`config.mk`:
```
export PLATFORM = sky130hd
export DESIGN_NAME = four_connected_line_stepper
export DESIGN_NICKNAME = d
export VERILOG_FILES = /design/src/hw/rtl/fcls_pkg.sv /design/src/hw/rtl/fcls_core.sv /design/src/hw/rtl/four_connected_line_stepper.sv
export SDC_FILE = /design/constraint.sdc
export NUM_CORES = 1
export LEC_CHECK = 0
export BUFFER_PORTS_ARGS = -buffer_cell sky130_fd_sc_hd__clkbuf_2
export CAP_MARGIN = 20
export CORE_MARGIN = 2
export CORE_UTILIZATION = 51
export DETAILED_ROUTE_END_ITERATION = 8
export GPL_TIMING_DRIVEN = 0
export PLACE_DENSITY = 0.69
export RECOVER_POWER = 25
export SYNTH_ARGS = -nofsm -noshare
export SYNTH_HDL_FRONTEND = slang
export SYNTH_SLANG_ARGS = --single-unit
```
`constraint.sdc`:
```
create_clock -name clk -period 8.68 [get_ports clk]
set_input_delay 0.434 -clock clk [delete_from_list [all_inputs] [get_ports clk]]
set_output_delay 0.434 -clock clk [all_outputs]
set_load 0.1 [all_outputs]
```
`src/hw/rtl/fcls_pkg.sv`:
```
// Shared types and constants for the four-connected line stepper.
package fcls_pkg;

	localparam int COORD_BITS = 12;
	localparam int COLOR_BITS = 24;
	// |cy*tx - ty*cx| stays below 2^(2*COORD_BITS+1)
	localparam int ERR_BITS   = 2 * COORD_BITS + 2;

	localparam logic [COLOR_BITS-1:0] COLOR_RESET = {COLOR_BITS{1'b1}};

	localparam logic KIND_BEGIN = 1'b0;
	localparam logic KIND_NEXT  = 1'b1;

	typedef logic [COORD_BITS-1:0]        coord_t;
	typedef logic signed [COORD_BITS:0]   delta_t;
	typedef logic signed [ERR_BITS-1:0]   err_t;
	typedef logic [COLOR_BITS-1:0]        color_t;

	typedef enum logic [1:0] {
		MODE_FLAT,
		MODE_UP,
		MODE_DOWN
	} mode_t;

	typedef enum logic [1:0] {
		ST_PIXEL,
		ST_ACCEPT,
		ST_REJECT,
		ST_IDLE
	} status_t;

	typedef struct packed {
		logic   kind;
		coord_t start_x;
		coord_t start_y;
		coord_t end_x;
		coord_t end_y;
	} item_t;

	typedef struct packed {
		coord_t  pix_x;
		coord_t  pix_y;
		logic    last;
		status_t status;
	} result_t;

endpackage

```
`src/hw/rtl/fcls_core.sv`:
```
// Segment state and combinational step logic with an incremental cross-product error term.
module fcls_core (
	input  logic              clk,
	input  logic              arst_n,
	input  logic              step_en,
	input  fcls_pkg::item_t   item,
	output fcls_pkg::result_t result
);

	fcls_pkg::coord_t  target_x_q, target_y_q, cursor_x_q, cursor_y_q;
	fcls_pkg::coord_t  tx_q;
	fcls_pkg::delta_t  ty_q;
	fcls_pkg::err_t    err_q;
	fcls_pkg::mode_t   mode_q;
	logic              first_q, active_q;

	fcls_pkg::coord_t  target_x_n, target_y_n, cursor_x_n, cursor_y_n, tx_n;
	fcls_pkg::delta_t  ty_n;
	fcls_pkg::err_t    err_n, tx_ext, ty_ext;
	fcls_pkg::mode_t   mode_n;
	logic              first_n, active_n, err_le0, err_ge0, step_x, hit;

	// err = cy*tx - ty*cx, kept exact by adding on each step
	assign tx_ext  = {{(fcls_pkg::ERR_BITS-fcls_pkg::COORD_BITS){1'b0}}, tx_q};
	assign ty_ext  = {{(fcls_pkg::ERR_BITS-fcls_pkg::COORD_BITS-1){ty_q[fcls_pkg::COORD_BITS]}}, ty_q};
	assign err_le0 = err_q[fcls_pkg::ERR_BITS-1] || (err_q == '0);
	assign err_ge0 = !err_q[fcls_pkg::ERR_BITS-1];

	always_comb begin
		target_x_n = target_x_q;
		target_y_n = target_y_q;
		cursor_x_n = cursor_x_q;
		cursor_y_n = cursor_y_q;
		tx_n       = tx_q;
		ty_n       = ty_q;
		err_n      = err_q;
		mode_n     = mode_q;
		first_n    = first_q;
		active_n   = active_q;
		step_x     = 1'b0;
		hit        = 1'b0;
		result     = '0;
		result.status = fcls_pkg::ST_IDLE;
		if (item.kind == fcls_pkg::KIND_BEGIN) begin
			if (item.end_x <= item.start_x) begin
				active_n      = 1'b0;
				result.status = fcls_pkg::ST_REJECT;
			end else begin
				target_x_n = item.end_x;
				target_y_n = item.end_y;
				cursor_x_n = item.start_x;
				cursor_y_n = item.start_y;
				tx_n       = item.end_x - item.start_x;
				ty_n       = $signed({1'b0, item.end_y}) - $signed({1'b0, item.start_y});
				err_n      = '0;
				if (item.end_y < item.start_y)
					mode_n = fcls_pkg::MODE_UP;
				else if (item.end_y > item.start_y)
					mode_n = fcls_pkg::MODE_DOWN;
				else
					mode_n = fcls_pkg::MODE_FLAT;
				first_n       = (item.end_y != item.start_y);
				active_n      = 1'b1;
				result.status = fcls_pkg::ST_ACCEPT;
			end
		end else if (active_q) begin
			case (mode_q)
				fcls_pkg::MODE_UP: begin
					if (first_q) begin
						cursor_x_n = cursor_x_q + 1'b1;
						cursor_y_n = cursor_y_q - 1'b1;
						err_n      = err_q - ty_ext - tx_ext;
						first_n    = 1'b0;
					end else begin
						step_x = err_le0;
						if (step_x) begin
							cursor_x_n = cursor_x_q + 1'b1;
							err_n      = err_q - ty_ext;
						end else begin
							cursor_y_n = cursor_y_q - 1'b1;
							err_n      = err_q - tx_ext;
						end
					end
				end
				fcls_pkg::MODE_DOWN: begin
					if (first_q) begin
						cursor_x_n = cursor_x_q + 1'b1;
						cursor_y_n = cursor_y_q + 1'b1;
						err_n      = err_q - ty_ext + tx_ext;
						first_n    = 1'b0;
					end else begin
						step_x = err_ge0;
						if (step_x) begin
							cursor_x_n = cursor_x_q + 1'b1;
							err_n      = err_q - ty_ext;
						end else begin
							cursor_y_n = cursor_y_q + 1'b1;
							err_n      = err_q + tx_ext;
						end
					end
				end
				default: begin
					cursor_x_n = cursor_x_q + 1'b1;
				end
			endcase
			hit           = (cursor_x_n == target_x_q) && (cursor_y_n == target_y_q);
			active_n      = !hit;
			result.pix_x  = cursor_x_n;
			result.pix_y  = cursor_y_n;
			result.last   = hit;
			result.status = fcls_pkg::ST_PIXEL;
		end
	end

	always_ff @(posedge clk or negedge arst_n) begin
		if (!arst_n) begin
			target_x_q <= '0;
			target_y_q <= '0;
			cursor_x_q <= '0;
			cursor_y_q <= '0;
			tx_q       <= '0;
			ty_q       <= '0;
			err_q      <= '0;
			mode_q     <= fcls_pkg::MODE_FLAT;
			first_q    <= 1'b0;
			active_q   <= 1'b0;
		end else if (step_en) begin
			target_x_q <= target_x_n;
			target_y_q <= target_y_n;
			cursor_x_q <= cursor_x_n;
			cursor_y_q <= cursor_y_n;
			tx_q       <= tx_n;
			ty_q       <= ty_n;
			err_q      <= err_n;
			mode_q     <= mode_n;
			first_q    <= first_n;
			active_q   <= active_n;
		end
	end

endmodule

```
`src/hw/rtl/four_connected_line_stepper.sv`:
```
// Top level of the four-connected line stepper: input register, step core, result register.
// Takes one beat per clock while in_stall is low and gives one result beat per input beat, via
// the input register, the step core and the result register. The combinational cursor update,
// one add and a sign test on the slope error term, sets the rate. A begin beat answers accepted
// or rejected; each next beat answers one pixel, or no active segment. pixel_color resets to all
// ones; the user must write it by cfg_wr_en/cfg_wr_data only while idle, unchecked by the block.
module four_connected_line_stepper (
	input  logic                       clk,
	input  logic                       arst_n,
	input  logic                       cfg_wr_en,
	input  logic [23:0]                cfg_wr_data,
	input  logic                       in_valid,
	output logic                       in_stall,
	input  logic                       kind,
	input  fcls_pkg::coord_t           start_x,
	input  fcls_pkg::coord_t           start_y,
	input  fcls_pkg::coord_t           end_x,
	input  fcls_pkg::coord_t           end_y,
	output logic                       out_valid,
	input  logic                       out_stall,
	output fcls_pkg::coord_t           pix_x,
	output fcls_pkg::coord_t           pix_y,
	output logic [23:0]                pix_color,
	output logic                       last,
	output logic [1:0]                 status
);

	fcls_pkg::color_t  pixel_color_q;
	fcls_pkg::item_t   item_s1;
	logic              valid_s1;
	fcls_pkg::result_t res, res_q;
	fcls_pkg::color_t  color_q;
	logic              out_valid_q, advance, step_en;

	assign advance  = !out_valid_q || !out_stall;
	assign step_en  = valid_s1 && advance;
	assign in_stall = valid_s1 && !advance;

	always_ff @(posedge clk or negedge arst_n) begin
		if (!arst_n)
			pixel_color_q <= fcls_pkg::COLOR_RESET;
		else if (cfg_wr_en)
			pixel_color_q <= cfg_wr_data;
	end

	always_ff @(posedge clk or negedge arst_n) begin
		if (!arst_n)
			valid_s1 <= 1'b0;
		else if (!in_stall)
			valid_s1 <= in_valid;
	end

	always_ff @(posedge clk) begin
		if (in_valid && !in_stall)
			item_s1 <= '{kind: kind, start_x: start_x, start_y: start_y,
				end_x: end_x, end_y: end_y};
	end

	fcls_core u_core (
		.clk     (clk),
		.arst_n  (arst_n),
		.step_en (step_en),
		.item    (item_s1),
		.result  (res)
	);

	always_ff @(posedge clk or negedge arst_n) begin
		if (!arst_n)
			out_valid_q <= 1'b0;
		else if (advance)
			out_valid_q <= valid_s1;
	end

	always_ff @(posedge clk) begin
		if (step_en) begin
			res_q   <= res;
			color_q <= (res.status == fcls_pkg::ST_PIXEL) ? pixel_color_q : '0;
		end
	end

	assign out_valid = out_valid_q;
	assign pix_x     = res_q.pix_x;
	assign pix_y     = res_q.pix_y;
	assign pix_color = color_q;
	assign last      = res_q.last;
	assign status    = res_q.status;

endmodule
```
==> flow_summary.yaml <==
cts:
  postCtsHoldBufs: 1
  numCtsBuffers: 25
  cts_tree: "yes"
  cts.sinks: 229
  cts_max_level: 1
  postCtsSetupRepairBufs: 0
  clkLatencyLatePin_ps: 540
  cts.clk_slew.worst_paths_ps: 60
  cts_resized: 0
  clockBufferDepth: 3
  clockRootBuffer: "clkbuf_16"
place:
  io_buffer_count: 129
  hpwl_um: 46100
  post-place-ws_ps: 2840
  gp_congestion: 0.954
  placed_area_um2: 18700
timing:
  finalSetupViolCount: 0
  hold_violations: 0
  max-slew-margin-rel_pct: -88.3
  timing.final.ws_setup_ps: 2640
  skew_ps: 21.8
  layout_min_cycle_time_ps: 6040
  rsz0062_at_grt: "no"
  fin_setup_tns_ps: 0
  fin_crit_sh_pct: 69.6
  drv_slew: 45
  tightest_slew_ps: 2820
  max_freq_mhz: 166
floorplanning:
  die_h_um: 189
  coreArea_um2: 33500
  die_area_um2: 35500
  io_pins: 131
  die_x_um: 189
  rows: 67
  floorplan.initialDensity_pct: 51.8
synth:
  syn_nets: 2128
  syn_area_um2: 17400
  yosys_warnings: 0
  yosys-top-cells-area: "edfxtp_1, dfrtp_1, ha_1"
  ys.flop_type: "dfrtp_1"
  synth_cells: 1941
  ys_seq_area_share_pct: 36.1
  synth-edff-count: 100
  ys_types: 92
  syn_avg_cell_area_um2: 8.95
  synth_top_area_share_pct: 17.3
  async_flop_share_pct: 56.3
  synth-seq-cells: 229
  synth_largest_area_cell: "edfxtp_1"
setup_path:
  r2r_setup_slack_ps: 2640
  worstSetupPathDepth: 20
  r2r_cells: 20
  critPathLaunchType: "flip-flop"
  r2r-start: "u_core.err_q[0]"
  worstSetupPathType: "flip-flop to flip-flop"
  critPathTopFamily: "compound AO/OA/AOI/OAI gates"
  rr_endpoint: "u_core.err_q[24]"
  endpoint_kind: "flip-flop"
  worstPathArrival_ps: 6440
  path_buf_inv: 2
  required_ps: 9080
  worst-path-max-fanout: 8
  max_stage_delay_ps: 570
  cpMostUsedCell: "a21oi_1"
  slowest_stage: "nor4_2"
  path_cells: "inv_1 -> ha_1 -> fa_1 -> nand2b_1 -> a21oi_1 -> nor2_1 -> o21ai_0 -> xor2_1 -> ha_1 -> clkbuf_1 -> nor4_1 -> a21oi_1 -> a21oi_1 -> a2111oi_0 -> a221oi_1 -> nand3_1 -> nor4_2 -> nand4_1 -> a211oi_1 -> o32ai_1"
routing:
  drt-initial-drc-count: 1718
  drc: 0
  ant_nets: 0
  viasPerCell: 6.26
  routed_wl_um: 59400
  vias: 16100
  wl_per_cell_um: 23.1
  dr.pass1.iters: 6
global_routing:
  top_usage_layer: "met2"
  grtUsageMet3_pct: 4.53
  grt_usage_pct: 33.3
  grt_start_max_net_pins: 86
  grt_pass1_vias: 15700
  grt.met1_usage_pct: 44.3
  grt_pass1_wl_um: 91400
  grt_use_met2_pct: 55.2
  antenna_found_initial: 1
  overflow: 0
cells_and_area:
  final_nets: 2290
  drive_above_1_share_pct: 14.4
  synthToLayoutAreaGrowth_pct: 12.5
  fin_area_um2: 19500
  diodes: 0
  utilization_pct: 58.3
status:
  status: "complete, but fails checks"
  violations: "capacitance limit, slew limit"
worst_hold_path:
  hold_end: "item_s1[12]"
  hp-start: "end_x[0]"
  worstHoldPathCells: 1
  hold_class: "primary input to flip-flop"
flow_run:
  drv_cap: 1
area by class of cell:
type / count / area [um2]
tap: 448 / 561
timing repair buffer: 135 / 733
inverter: 119 / 447
buffer: 122 / 475
clock inverter: 15 / 191
clock buffer: 30 / 684
multi-input combinational: 1471 / 10200
fill: 3060 / 14000
sequential: 229 / 6260
per-layer routing:
layer | vias up | wire (um)
li1 | 7447 | -
met1 | 7765 | 24900
met2 | 711 | 27700
met3 | 152 | 4320
met4 | 0 | 2540
met5 | - | 0
cells in the mapped netlist, types with 26 or more instances:
library cell	count
xor2_1	44
mux2_2	64
nand2_1	149
o21ai_0	110
clkbuf_1	110
ha_1	102
nand4_1	29
edfxtp_1	100
inv_1	119
a21o_1	27
a211oi_1	28
nand3_1	44
and3_1	44
xnor2_1	80
dfrtp_1	105
a21oi_1	129
nor2_1	155
o211ai_1	26
nor3_1	43
cells by family after synthesis:
logic type                 Yosys count  share of synthesized area (%)
xor gates and xnor gates           125                           6.41
DFF                                229                           36.1
buffers and inverters              241                           5.31
adders and majority gates          109                           8.16
and+or+nand+nor                    608                           17.4
muxes                               85                           5.65
AOI/OAI and AO/OA                  544                           21.0
worst register-to-register path, delay by kind of cell, from the launching register on:
family	cells	cell delay [ps]
compound gates	8	2010
xor+xnor	1	380
fa+ha+maj	3	1050
buf+inv	2	300
flops	1	390
simple gates	6	1780
cells in the final DEF (no fill, tap or decap), types with 18 or more instances in the layout:
master	netlist	routed
clkbuf_16	0	25
or3_1	20	20
dfrtp_1	105	105
nor4_1	24	24
nand2b_1	23	23
xor2_1	44	44
a21o_1	27	27
mux2_2	64	64
a211oi_1	28	27
o21a_1	20	20
edfxtp_1	100	100
xnor2_1	80	80
o21ai_1	19	19
nor2_1	155	155
nor3_1	43	43
a21oi_1	129	129
clkbuf_2	0	127
dfstp_2	24	24
nand2_1	149	149
inv_1	119	118
o211ai_1	26	26
clkbuf_1	110	113
a31oi_1	18	18
nand4_1	29	29
nand3_1	44	44
ha_1	102	102
o21ai_0	110	110
and3_1	44	44
registers in the layout, summed over array words and instances (netlist names), 2 cells and up:
signal	cells
item_s1	49
pix_color	24
pix_x	12
pix_y	12
pixel_color_q	24
status	2
u_core.cursor_x_q	12
u_core.cursor_y_q	12
u_core.err_q	26
u_core.mode_q	2
u_core.target_x_q	12
u_core.target_y_q	12
u_core.tx_q	12
u_core.ty_q	13
worst max-delay path by stage:
stage / endpoint / start / slack, ps
4_1_cts: u_core.err_q[24] / u_core.err_q[0] / 2790
6_report: u_core.err_q[24] / u_core.err_q[0] / 2640
2_1_floorplan: u_core.err_q[21] / u_core.err_q[0] / 3950
3_5_place_dp: u_core.err_q[24] / u_core.err_q[0] / 2840
5_1_grt: u_core.err_q[24] / u_core.err_q[0] / 2180
3_3_place_gp: u_core.err_q[24] / u_core.err_q[0] / 2780
through the flow:
stage	hold WS [ps]	cells
detailed placement	420	2521
floorplan	138	1941
finish	71.8	2569
global route	55.8	2569
global placement	464	2518
CTS	59.8	2567
Power is left out: the tool's default activity adds up to more than one toggle a clock period on the data nets, which glitch-free logic cannot reach.
